### src/pi_trapezoid_partial_sum_core_defines.svh
// assertion macros shared by the pi trapezoid partial sum rtl
`ifndef PI_TRAPEZOID_PARTIAL_SUM_CORE_DEFINES_SVH
`define PI_TRAPEZOID_PARTIAL_SUM_CORE_DEFINES_SVH
`ifndef NO_ASSERTIONS
`define PI_TPS_ASSERT(lbl, prop, msg) \
	lbl: assert property (@(posedge clk) disable iff (!arst_n) prop) else $error(msg);
`define PI_TPS_NEVER(lbl, expr, msg) \
	lbl: assert property (@(posedge clk) disable iff (!arst_n) !(expr)) else $error(msg);
`else
`define PI_TPS_ASSERT(lbl, prop, msg)
`define PI_TPS_NEVER(lbl, expr, msg)
`endif
`endif

### src/pi_tps_pkg.sv
// types and constants of the pi trapezoid partial sum core
package pi_tps_pkg;
	localparam int FRAC_BITS  = 30;
	localparam int IDX_W      = 17;
	localparam int SUM_W      = 32;
	localparam int H_W        = FRAC_BITS + 2;
	localparam int Y_W        = FRAC_BITS + 2;
	localparam int R_W        = 2 * FRAC_BITS + 4;
	localparam int P_W        = Y_W + 1 + H_W;
	localparam int A_W        = P_W - (FRAC_BITS + 1);
	localparam int ITER_STEPS = H_W;
	localparam int CNT_W      = $clog2(ITER_STEPS);
	localparam logic [CNT_W-1:0] CNT_LAST = CNT_W'(ITER_STEPS - 1);
	localparam logic [R_W-1:0]   FOUR     = R_W'(1) << (2 * FRAC_BITS + 2);
	localparam logic [R_W-1:0]   ONE_INIT = R_W'(1) << (2 * FRAC_BITS + 2);
	localparam logic [H_W-1:0]   DIVIDEND = H_W'(1) << (FRAC_BITS + 1);
	localparam logic [SUM_W-1:0] SUM_MAX  = '1;

	typedef struct packed {
		logic [IDX_W-1:0] step_count;
		logic [IDX_W-1:0] first_index;
		logic [IDX_W-1:0] end_index;
	} in_t;

	typedef struct packed {
		logic [SUM_W-1:0] partial_sum;
		logic             range_error;
	} out_t;

	typedef enum logic [3:0] {
		ST_IDLE, ST_DIV, ST_XMUL, ST_SQ, ST_ROOT, ST_LEFT, ST_AREA, ST_ACC, ST_CHECK, ST_DONE
	} state_t;

	typedef struct packed {
		logic load;
		logic div_step;
		logic xmul;
		logic square;
		logic root_step;
		logic save_left;
		logic area;
		logic acc;
		logic idx_inc;
		logic out_load;
	} cmd_t;

	typedef struct packed {
		logic in_err;
		logic at_end;
	} status_t;
endpackage

### src/pi_tps_ctrl.sv
// sequencer for division, square roots and accumulation of one transaction
`include "pi_trapezoid_partial_sum_core_defines.svh"
module pi_tps_ctrl (
	input  logic               clk,
	input  logic               arst_n,
	input  logic               in_valid,
	output logic               in_ready,
	output logic               out_valid,
	input  logic               out_ready,
	input  pi_tps_pkg::status_t status,
	output pi_tps_pkg::cmd_t    cmd
);
	pi_tps_pkg::state_t state_q, state_d;
	logic [pi_tps_pkg::CNT_W-1:0] cnt_q, cnt_d;
	logic first_q, out_valid_q;

	always_ff @(posedge clk or negedge arst_n) begin
		if (!arst_n) begin
			state_q     <= pi_tps_pkg::ST_IDLE;
			cnt_q       <= '0;
			first_q     <= 1'b0;
			out_valid_q <= 1'b0;
		end else begin
			state_q     <= state_d;
			cnt_q       <= cnt_d;
			out_valid_q <= cmd.out_load | (out_valid_q & ~out_ready);
			if (cmd.load) begin
				first_q <= 1'b1;
			end else if (cmd.save_left) begin
				first_q <= 1'b0;
			end
		end
	end

	always_comb begin
		state_d = state_q;
		cnt_d   = cnt_q;
		cmd     = '0;
		unique case (state_q)
			pi_tps_pkg::ST_IDLE: begin
				cnt_d = '0;
				if (in_valid) begin
					cmd.load = 1'b1;
					state_d  = status.in_err ? pi_tps_pkg::ST_DONE : pi_tps_pkg::ST_DIV;
				end
			end
			pi_tps_pkg::ST_DIV: begin
				cmd.div_step = 1'b1;
				cnt_d        = cnt_q + 1'b1;
				if (cnt_q == pi_tps_pkg::CNT_LAST) begin
					state_d = pi_tps_pkg::ST_XMUL;
				end
			end
			pi_tps_pkg::ST_XMUL: begin
				cmd.xmul = 1'b1;
				state_d  = pi_tps_pkg::ST_SQ;
			end
			pi_tps_pkg::ST_SQ: begin
				cmd.square = 1'b1;
				state_d    = pi_tps_pkg::ST_ROOT;
			end
			pi_tps_pkg::ST_ROOT: begin
				cmd.root_step = 1'b1;
				cnt_d         = cnt_q + 1'b1;
				if (cnt_q == pi_tps_pkg::CNT_LAST) begin
					state_d = first_q ? pi_tps_pkg::ST_LEFT : pi_tps_pkg::ST_AREA;
				end
			end
			pi_tps_pkg::ST_LEFT: begin
				cmd.save_left = 1'b1;
				state_d       = pi_tps_pkg::ST_CHECK;
			end
			pi_tps_pkg::ST_AREA: begin
				cmd.area = 1'b1;
				state_d  = pi_tps_pkg::ST_ACC;
			end
			pi_tps_pkg::ST_ACC: begin
				cmd.acc = 1'b1;
				state_d = pi_tps_pkg::ST_CHECK;
			end
			pi_tps_pkg::ST_CHECK: begin
				if (status.at_end) begin
					state_d = pi_tps_pkg::ST_DONE;
				end else begin
					cmd.idx_inc = 1'b1;
					state_d     = pi_tps_pkg::ST_XMUL;
				end
			end
			pi_tps_pkg::ST_DONE: begin
				if (!out_valid_q || out_ready) begin
					cmd.out_load = 1'b1;
					state_d      = pi_tps_pkg::ST_IDLE;
				end
			end
			default: begin
				state_d = pi_tps_pkg::ST_IDLE;
			end
		endcase
	end

	assign in_ready  = (state_q == pi_tps_pkg::ST_IDLE);
	assign out_valid = out_valid_q;

	// a result must never overwrite one that is still waiting
	`PI_TPS_NEVER(a_no_overwrite, cmd.out_load && out_valid_q && !out_ready, "result overwritten")
	`PI_TPS_ASSERT(a_err_skips, (in_valid && in_ready && status.in_err) |=> (state_q == pi_tps_pkg::ST_DONE), "rejected transaction did work")
	`PI_TPS_ASSERT(a_root_cnt, (state_q == pi_tps_pkg::ST_SQ) |=> (cnt_q == '0), "root counter misaligned")
	`PI_TPS_ASSERT(a_left_once, cmd.area |-> !first_q, "area without left edge")
endmodule

### config.mk
export PLATFORM = sky130hd
export DESIGN_NAME = pi_tps_ctrl
export DESIGN_NICKNAME = d
export VERILOG_FILES = /design/src/pi_tps_pkg.sv /design/src/pi_tps_ctrl.sv
export VERILOG_INCLUDE_DIRS = /design/src /design/src/src
export SDC_FILE = /design/constraint.sdc
export NUM_CORES = 1
export LEC_CHECK = 0
export ABC_AREA = 1
export BUFFER_PORTS_ARGS = -buffer_cell sky130_fd_sc_hd__buf_2
export CAP_MARGIN = 40
export CORE_AREA = 8 8 46 48
export CTS_BUF_LIST = sky130_fd_sc_hd__clkbuf_8
export DETAILED_ROUTE_END_ITERATION = 10
export DIE_AREA = 0 0 54 56
export PLACE_DENSITY = 0.76
export SLEW_MARGIN = 20
export SYNTH_ARGS = -nofsm -noshare
export SYNTH_HDL_FRONTEND = slang
export SYNTH_SLANG_ARGS = --single-unit
### constraint.sdc
create_clock -name clk -period 1.8 [get_ports clk]
set_clock_uncertainty 0.15 [all_clocks]
set_input_delay 0.18 -clock clk [delete_from_list [all_inputs] [get_ports clk]]
set_output_delay 0.18 -clock clk [all_outputs]
set_load 0.02 [all_outputs]
Yosys cells after proc, flatten, opt, wreduce, memory -nomap -nowiden

Cells that the tools add are included.

Equality and inequality tests: 14
Bitwise operators: 3
Mux-type cells: 24
Add/subtract/negate cells: 1
Reduce and logical (&&, ||, !) cells: 8

Operators with widths:

| operator            | number |
|---|---|
| $pmux 4 s9          | 1 |
| $mux 4              | 6 |
| $eq 4x3->1 const B  | 4 |
| $mux 1              | 15 |
| $pmux 5 s2          | 1 |
| $eq 4x2->1 const B  | 2 |
| $eq 4x4->1 const B  | 2 |
| $ne 2x2->1 const B  | 4 |
| $add 5x1->5 const B | 1 |
| $eq 5x5->1 const B  | 1 |
| $eq 4x1->1 const B  | 1 |
| $logic_not 4->1     | 1 |
| $reduce_and 4->1    | 1 |
| $reduce_bool 2->1   | 2 |
| $reduce_or 2->1     | 2 |
| $mux 2              | 1 |
| $and 1x1->1         | 1 |
| $logic_not 1->1     | 1 |
| $logic_or 1x1->1    | 1 |
| $not 1->1           | 1 |
| $or 1x1->1          | 1 |

Input bits: 6
Register bits: 11

Depth between registers and ports, before layout

Gate-level depths: netlist of run 1.

Depth in word-level cells: 5
Gate-level depth with buffers: 10
Mapped depth without buffers: 10

Least setup slack after synthesis of run 1

No wires, ideal clock.

Kind: flip-flop to output port
Start: register state_q[3]
End: output cmd[9] (netlist name)
Stages on the path, launching flop included: 6
Slack: 0.181 ns
Data arrival time: 1.289 ns
Required time: 1.470 ns
Cell sequence: dfrtp_1 > inv_2 > nand2_1 > nor2_2 > inv_2 > nor2_1

RTL lines:

| item                   | RTL line          | RTL |
|---|---|---|
| start, declared        | pi_tps_ctrl.sv:13 | `pi_tps_pkg::state_t state_q, state_d;` |
| start signal, assigned | pi_tps_ctrl.sv:19 | `state_q <= pi_tps_pkg::ST_IDLE;` |
| start signal, assigned | pi_tps_ctrl.sv:24 | `state_q <= state_d;` |
| end, declared          | pi_tps_ctrl.sv:11 | `output pi_tps_pkg::cmd_t cmd` |

==> impl_metrics.toml, run 1 <==
[detailed_routing]
drtIter0Drc = 12
dr_wl_met2_um = 812
top_layer_used = "met4"
drt_pass1_iterations = 5
wl_met3_um = 118
viasPerCell = 5.06
ant_nets = 0
wl_met1_um = 735
vias = 703
wl_per_cell_um = 12.1
drc_errors = 0
wl_um = 1680

[placement]
dp_hpwl_um = 1310
place_congestion = 0.820
port_buffers = 17

[floorplanning]
core_sq_um = 1440
chipWidth_um = 54
rows = 14
io_pins = 18
die_y_um = 56
die_area_sq_um = 3020
initial_core_util_pct = 48.6

[synthesis]
synth_cells = 98
synth_area_leaders = "dfrtp_1 (39%), nand2_1 (13%), nand3_1 (9.3%), nor2_1 (7.5%), nor2_2 (4.5%)"
seq_area_frac_synth_pct = 39.4
ys_warn_count = 0
ys_seq_elements = 11
yosysTopAreaCellShare_pct = 39.4
post_synth.cell_area_avg_sq_um = 7.12
syn-num-nets = 106
ys_types = 18
yosysTopAreaCell = "dfrtp_1"
netlist_area_sq_um = 698

[hold_path]
hold_class = "primary input to flop"

[clocking]
cts_tree = "done"
numCtsBuffers = 3
cts_max_path_buffers = 2
clock_latency_ns = 0.23
cts_root_buffer = "clkbuf_8"
cts_sinks = 11
htreeDepth = 1
cts.clk_slew.worst_paths_ns = 0.05

[global_routing]
grtUsageTotal_pct = 12.4
overflow = 0
grt_max_degree = 12
grt_pass1_wl_um = 2960
antenna_found_initial = 0
grt_pass1_vias = 714

[worst_setup_path]
arrival_ns = 1.35
crit_path_end_kind = "output pin"
crit_type = "flop to output pin"
cp-start-kind = "flop"
cp_max_fo = 6
crit_required_ns = 1.47

[sta]
setup_viol = 0
finalCritPeriodShare_pct = 93.3
drv_slew = 0
fin_setup_tns_ns = 0
slew_headroom_pct = 82.7
max_freq_mhz = 595
grt_setup_unrepaired = "false"
finalHoldViolations = 0
worst-slew-pin-transition_ns = 0.260
finalCriticalPeriod_ns = 1.68

[power]
swShare_pct = 50.1
pwr-share-clk_pct = 14.4
pwr-share-seq_pct = 26.6
peakVddDrop_mv = 0.892
pwr_density_cell_nw_per_um2 = 1890
p_sw_mw = 0.848
total_power_mw = 1.69
p_int_mw = 0.844
p_leak_nw = 0.501
pwr-share-comb_pct = 59.0

[flow_run]
max_cap_violations = 0

[layout]
final_common_cell = "nand2_1"
final_nets = 132
area_growth_pct = 28.1
insertedDiodeCount = 0
layout_common_cells = "nand2_1 (23), buf_2 (17), nor2_1 (14)"
drive_above_1_share_pct = 35.8

[outcome]
status = "complete, no violations"
-- power by group through the flow --
stage | combinational [mW] | clock, mW | sequential (mW)
floorplan | 0.715 | 0 | 0.437
global placement | 0.915 | 0 | 0.446
detailed placement | 0.930 | 0 | 0.453
CTS | 0.940 | 0.251 | 0.449
global route | 1.12 | 0.262 | 0.460
finish | 0.998 | 0.244 | 0.450
-- registers in the layout, summed over array words and instances (netlist names) --
name and cells:
state_q 4, cnt_q 5, out_valid 1, first_q 1
-- path summary, 6_finish.rpt --
path                       startpoint          to  slack, ns  cells past startpoint
setup / recovery           state_q[0]      cmd[9]       0.12                      6
hold / removal               in_valid     first_q        0.1                      3
setup reg to reg             cnt_q[0]  state_q[0]       0.19                     10
hold reg to reg              cnt_q[0]    cnt_q[0]       0.37                      1
max in group asynchronous      arst_n  state_q[1]       1.08                      2
min in group asynchronous      arst_n   out_valid       0.19                      2
-- repair_timing --
action / in CTS / in global routing
resized for setup: 0 / 4
hold buffers: 2 / 0
endpoints found under the hold margin: 12 / 0
setup buffers: 0 / 2
setup endpoints to repair: 0 / 1
-- cells in the mapped netlist, drive strengths merged --
cell type,count
nand4,1
nand2,27
a21oi,1
nand3,13
inv,13
ha,2
nor2,20
xor2,1
nor3,1
o21ai,5
or2,1
dfrtp,11
o22ai,2
-- area by class of cell --
| type | instances | area (sq um) |
|---|---|---|
| flip-flops and latches | 11 | 278 |
| repair buffers | 21 | 120 |
| clock buffers | 3 | 41.3 |
| well taps | 16 | 20.0 |
| clock inverters | 1 | 5.00 |
| inverters | 13 | 48.8 |
| fillers | 132 | 542 |
| multi-input cells | 74 | 382 |
-- critical path, stage by stage (launching register included) --
cell and delay (ns):
dfrtp_2 0.44, inv_2 0.11, nand2_2 0.10, nor2_4 0.14, inv_2 0.08, nor2_1 0.08, buf_2 0.16
-- logic make-up (layout without fill, tap and decap cells) --
logic type                 Yosys count  count (layout)  share of synthesized area (%)
AOI/OAI and AO/OA                    8               8                           7.71
adders and majority gates            2               2                           3.58
DFF                                 11              11                           39.4
xor gates and xnor gates             1               1                           1.25
and+or+nand+nor                     63              63                           41.0
buffers and inverters               13              38                           6.99
-- metal layers --
layer / vias to the layer above / track usage [%]
li1: 364 / -
met1: 312 / 14.9
met2: 25 / 19.4
met3: 2 / 3.48
met4: 0 / 5.63
met5: - / 0
-- per-stage QoR --
step | utilization, % | instance area, sq um | hold slack, ns | cells | setup WS [ns]
2_1_floorplan | - | 698 | -0.266 | 98 | 0.181
3_3_place_gp | 55.9 | 803 | -0.0901 | 131 | 0.269
3_5_place_dp | 55.9 | 803 | -0.0828 | 131 | 0.222
4_1_cts | 60.5 | 870 | 0.110 | 137 | 0.0477
5_1_grt | 62.3 | 895 | 0.133 | 139 | 0.0188
6_report | 62.3 | 895 | 0.0991 | 139 | 0.121
(Power assumes the default switching activity.)
==> inputs of run 2 (changes only) <==
--- a/config.mk
+++ b/config.mk
@@ -13,6 +13,7 @@
 export CTS_BUF_LIST = sky130_fd_sc_hd__clkbuf_8
 export DETAILED_ROUTE_END_ITERATION = 10
 export DIE_AREA = 0 0 54 56
+export GPL_TIMING_DRIVEN = 0
 export PLACE_DENSITY = 0.76
 export SLEW_MARGIN = 20
 export SYNTH_ARGS = -nofsm -noshare
==> run 2 against run 1 <==
Effect of this change: sequential power shrank 0.9%; power shrank 2.5%; core utilization shrank 2.0 points; first-iteration DRC count grew 75%; setup slack lost 0.023 ns; maximum frequency shrank 1.4%; die area is the same; design area shrank 3.2%; routed wire length grew 0.12%; worst hold slack lost 0.093 ns.
==> impl_metrics.toml, run 2 (same netlist as run 1, synthesis figures left out) <==
[detailed_routing]
viasPerCell = 5.18
ant_nets = 0
wl_um = 1680
drc_errors = 0
wl_per_cell_um = 12.3
drt_pass1_iterations = 4
vias = 704
drtIter0Drc = 21

[worst_setup_path]
cp_max_fo = 7
timing.rr.end = "state_q[0]"
path_delay_family = "flip-flops"
cp_slowest_cell = "dfrtp_1"
cpMostUsedCell = "inv_2"
rr_worst_depth = 10
slowest_delay_ns = 0.45
crit_required_ns = 1.47
cp-start-kind = "flop"
arrival_ns = 1.37
crit_path_end_kind = "output pin"
cp_num_buf_inv = 3
worstReg2RegStart = "cnt_q[0]"
crit_type = "flop to output pin"
r2r_slack_ns = 0.16
crit_chain = "inv_2, nand2_2, nor2_4, inv_2, nor2_1, buf_2"

[clocking]
cts_root_buffer = "clkbuf_8"
cts_tree = "done"
post-cts-setup-buffers = 0
cts_max_path_buffers = 2
htreeDepth = 1
cts.clk_slew.worst_paths_ns = 0.05
cts_sinks = 11
clock_latency_ns = 0.24
numCtsBuffers = 3

[layout]
final_common_cell = "nand2_1"
top_register = "cnt_q"
layout_common_cells = "nand2_1 (23), buf_2 (17), nor2_1 (14)"
drive_above_1_share_pct = 32.5
area_growth_pct = 24.0
fill_cells = 140
top_regs = "cnt_q (5), state_q (4)"
final_nets = 129
post-route-util_pct = 60.3
insertedDiodeCount = 0
largest_reg_flops = 5

[sta]
grt_setup_unrepaired = "false"
finalHoldViolations = 0
fin_ws_ns = 0.0975
setup_viol = 0
finalCritPeriodShare_pct = 94.6
drv_slew = 0
fin_setup_tns_ns = 0
finalCriticalPeriod_ns = 1.70
worst-slew-pin-transition_ns = 0.269
max_freq_mhz = 587
slew_headroom_pct = 82.0

[global_routing]
grtUsageTotal_pct = 12.1
grt_pass1_vias = 694
grt_max_degree = 12
overflow = 0
antenna_found_initial = 0
grt_pass1_wl_um = 2860

[power]
swShare_pct = 51.0
p_leak_nw = 0.492
pwr_density_cell_nw_per_um2 = 1900
pwr-share-comb_pct = 57.9
pwr-share-seq_pct = 27.1
total_power_mw = 1.65
p_int_mw = 0.808
p_sw_mw = 0.841
peakVddDrop_mv = 1.06
pwr-share-clk_pct = 15.0

[floorplanning]
initial_core_util_pct = 48.6
die_y_um = 56
rows = 14
io_pins = 18
die_area_sq_um = 3020
chipWidth_um = 54
core_sq_um = 1440

[hold_path]
whs_endpoint = "out_valid"
hold_class = "primary input to flop"
min_path_cells = 2
min_from = "out_ready"

[placement]
port_buffers = 17
place_ws_ns = 0.178
dp_hpwl_um = 1310
place_congestion = 0.824

[flow_run]
max_cap_violations = 0

[outcome]
status = "complete, no violations"
## run 2: cell count changes in the layout (fill, tap and decap cells not counted), sizes merged
cell	previous run	this run
clkinv	1	0
dlygate4sd3	2	1
inv	13	14
buf	19	17
## run 2: power by group through the flow
stage,Clock [mW],Combinational [mW],Sequential (mW)
2_1_floorplan,0,0.715,0.437
3_3_place_gp,0,0.910,0.444
3_5_place_dp,0,0.935,0.449
4_1_cts,0.251,0.940,0.446
5_1_grt,0.270,1.06,0.461
6_report,0.247,0.956,0.446
## run 2: timing repair
item                                    in CTS  in global routing
endpoints found under the setup margin       0                  1
gates resized for setup                      0                  2
hold buffers                                 1                  0
hold endpoints to repair                    11                  0
## run 2: per-layer routing
layer | track usage (%) | share of wire (%) | vias up
li1 | - | - | 361
met1 | 14.8 | 44 | 329
met2 | 18.1 | 48 | 12
met3 | 4.01 | 6.8 | 2
met4 | 5.99 | 1.1 | 0
met5 | 0 | 0 | -
## run 2: worst register-to-register path: stages (launching register included)
cell and delay (ns):
dfrtp_1 0.41, ha_1 0.22, nand2_1 0.08, nor2_1 0.05, ha_1 0.18, inv_1 0.08, nand3_1 0.08, nand2_1 0.11
nor2_2 0.06, nand2_1 0.05, nand2_1 0.05
## run 2: worst max path at each step
stage	end	cells after the start	slack, ns	start
4_1_cts	cmd[9]	6	0.05	state_q[3]
3_5_place_dp	state_q[0]	10	0.18	cnt_q[0]
2_1_floorplan	cmd[9]	5	0.18	state_q[3]
3_3_place_gp	state_q[0]	10	0.21	cnt_q[0]
5_1_grt	cmd[9]	6	0.005	state_q[0]
6_report	cmd[9]	6	0.1	state_q[0]
## run 2: cell type report
cell class,count,area (sq um),share of cell area (%)
sequential,11,275,31.8
inverter,13,48.8,5.64
clock buffer,3,41.3,4.77
clock inverter,1,3.75,0.434
multi-input combinational,74,382,44.1
tap,16,20.0,2.31
timing repair buffer,18,95.1,11.0
## run 2: through the flow
step,instance area [sq um],hold slack [ns],std cells
2_1_floorplan,698,-0.266,98
3_3_place_gp,803,-0.0888,131
3_5_place_dp,803,-0.0815,131
4_1_cts,858,0.00425,136
5_1_grt,866,0.00662,136
6_report,866,0.00567,136
==> inputs of run 3 (changes only) <==
--- a/config.mk
+++ b/config.mk
@@ -10,11 +10,13 @@
 export BUFFER_PORTS_ARGS = -buffer_cell sky130_fd_sc_hd__buf_2
 export CAP_MARGIN = 40
 export CORE_AREA = 8 8 46 48
-export CTS_BUF_LIST = sky130_fd_sc_hd__clkbuf_8
+export CTS_BUF_LIST = sky130_fd_sc_hd__clkbuf_4
 export DETAILED_ROUTE_END_ITERATION = 10
 export DIE_AREA = 0 0 54 56
 export GPL_TIMING_DRIVEN = 0
 export PLACE_DENSITY = 0.76
+export RECOVER_POWER = 25
+export SKIP_LAST_GASP = 1
 export SLEW_MARGIN = 20
 export SYNTH_ARGS = -nofsm -noshare
 export SYNTH_HDL_FRONTEND = slang
==> run 3 against run 2 <==
Effect of this change: sequential power up 2%; worst hold slack better by 0.038 ns; clock power down 21%; non-clock buffer count up 2.
==> impl_metrics.toml, run 3 (same netlist as run 1, synthesis figures left out) <==
[clocking]
cts_root_buffer = "clkbuf_4"
clock_latency_ns = 0.28
numCtsBuffers = 3
cts_tree = "done"
cts_max_path_buffers = 2
cts.clk_slew.worst_paths_ns = 0.08
cts_sinks = 11
htreeDepth = 1

[layout]
post-route-util_pct = 60.9
insertedDiodeCount = 0
top_register = "cnt_q"
top_regs = "cnt_q (5), state_q (4)"
drive_above_1_share_pct = 34.4
area_growth_pct = 25.3
largest_reg_flops = 5
post-route-cell-area_sq_um = 875
final_nets = 131
layout_common_cells = "nand2_1 (23), buf_2 (15), nor2_1 (14)"
final_common_cell = "nand2_1"

[sta]
worst-slew-pin-transition_ns = 0.628
fin_setup_tns_ns = 0
slew_headroom_pct = 58.2
setup_viol = 0
finalCriticalPeriod_ns = 1.71
finalHoldViolations = 0
drv_slew = 0
grt_setup_unrepaired = "false"
max_freq_mhz = 584
finalCritPeriodShare_pct = 95.2
hold_ws_ns = 0.0435

[detailed_routing]
viasPerCell = 5.07
vias = 700
drc_errors = 0
wl_per_cell_um = 12.7
drtIter0Drc = 16
drt_pass1_iterations = 4
wl_um = 1760
ant_nets = 0

[worst_setup_path]
crit_required_ns = 1.47
timing.rr.end = "state_q[0]"
crit_chain = "inv_4, nand2_2, nor2_4, inv_2, nor2_1, buf_4"
cp_slowest_cell = "dfrtp_2"
crit_end = "cmd[9]"
arrival_ns = 1.38
slowest_delay_ns = 0.46
cp_max_fo = 7
crit_type = "flop to output pin"
crit_path_end_kind = "output pin"
rr_worst_depth = 10
cp-start-kind = "flop"
r2r_slack_ns = 0.15
worstReg2RegStart = "cnt_q[0]"
cp-startpoint = "state_q[0]"

[placement]
port_buffers = 17
place_congestion = 0.824
place_area_sq_um = 803
dp_hpwl_um = 1310

[power]
total_power_mw = 1.64
pwr_density_cell_nw_per_um2 = 1870
p_leak_nw = 0.487
peakVddDrop_mv = 0.892

[global_routing]
grt_pass1_wl_um = 2880
grt_max_degree = 12
antenna_found_initial = 0
overflow = 0
grt_pass1_vias = 697
grtUsageTotal_pct = 12.3

[flow_run]
max_cap_violations = 0

[floorplanning]
chipWidth_um = 54
die_y_um = 56
die_area_sq_um = 3020
core_sq_um = 1440
io_pins = 18
initial_core_util_pct = 48.6
rows = 14

[hold_path]
hold_class = "primary input to flop"
min_from = "in_valid"

[outcome]
status = "complete, no violations"
[run 3: what timing repair did]
action                                 in CTS  in global routing
pin swaps                                   1                  0
hold buffers                                2                  0
setup endpoints to repair                   1                  2
setup buffers                               0                  1
endpoints found under the hold margin      12                  0
gates resized for setup                     1                  5
gates cloned                                0                  0
[run 3: area by class of cell]
| type | instances | area, sq um |
|---|---|---|
| inverter | 13 | 51.3 |
| tap | 16 | 20.0 |
| multi-input combinational | 74 | 382 |
| clock buffer | 4 | 30.0 |
| sequential | 11 | 278 |
| timing repair buffer | 20 | 114 |
| fill | 146 | 562 |
[run 3: how the worst min path moves through the flow]
stage,endpoint,depth (start not counted)
after detailed placement,out_valid,1
after global routing,first_q,3
after CTS,first_q,3
final,first_q,3
after floorplan,cnt_q[0],0
after global placement,out_valid,1
[run 3: power breakdown]
part	internal (mW)	switching [mW]	total [mW]
Clock	0.101	0.0953	0.196
Sequential	0.347	0.108	0.455
Combinational	0.337	0.650	0.988
[run 3: metrics by stage]
step                cells  setup WS, ns
global route          138       0.00571
detailed placement    131         0.178
floorplan              98         0.181
CTS                   137        0.0135
finish                138        0.0868
global placement      131         0.214
[run 3: routing by layer]
metal	track usage, %	vias up	share of wire, %	wire length (um)
met5	0	-	0	0
met4	7.04	0	1.6	28
met3	4.28	4	6.0	105
met2	18.6	14	49	864
met1	14.4	319	43	758
li1	-	363	-	-
[run 3: worst max-delay path: cells and delay by family (launching register included)]
| kind | cells | cell delay (ns) |
|---|---|---|
| buf+inv | 3 | 0.32 |
| flops | 1 | 0.46 |
| simple gates | 3 | 0.33 |
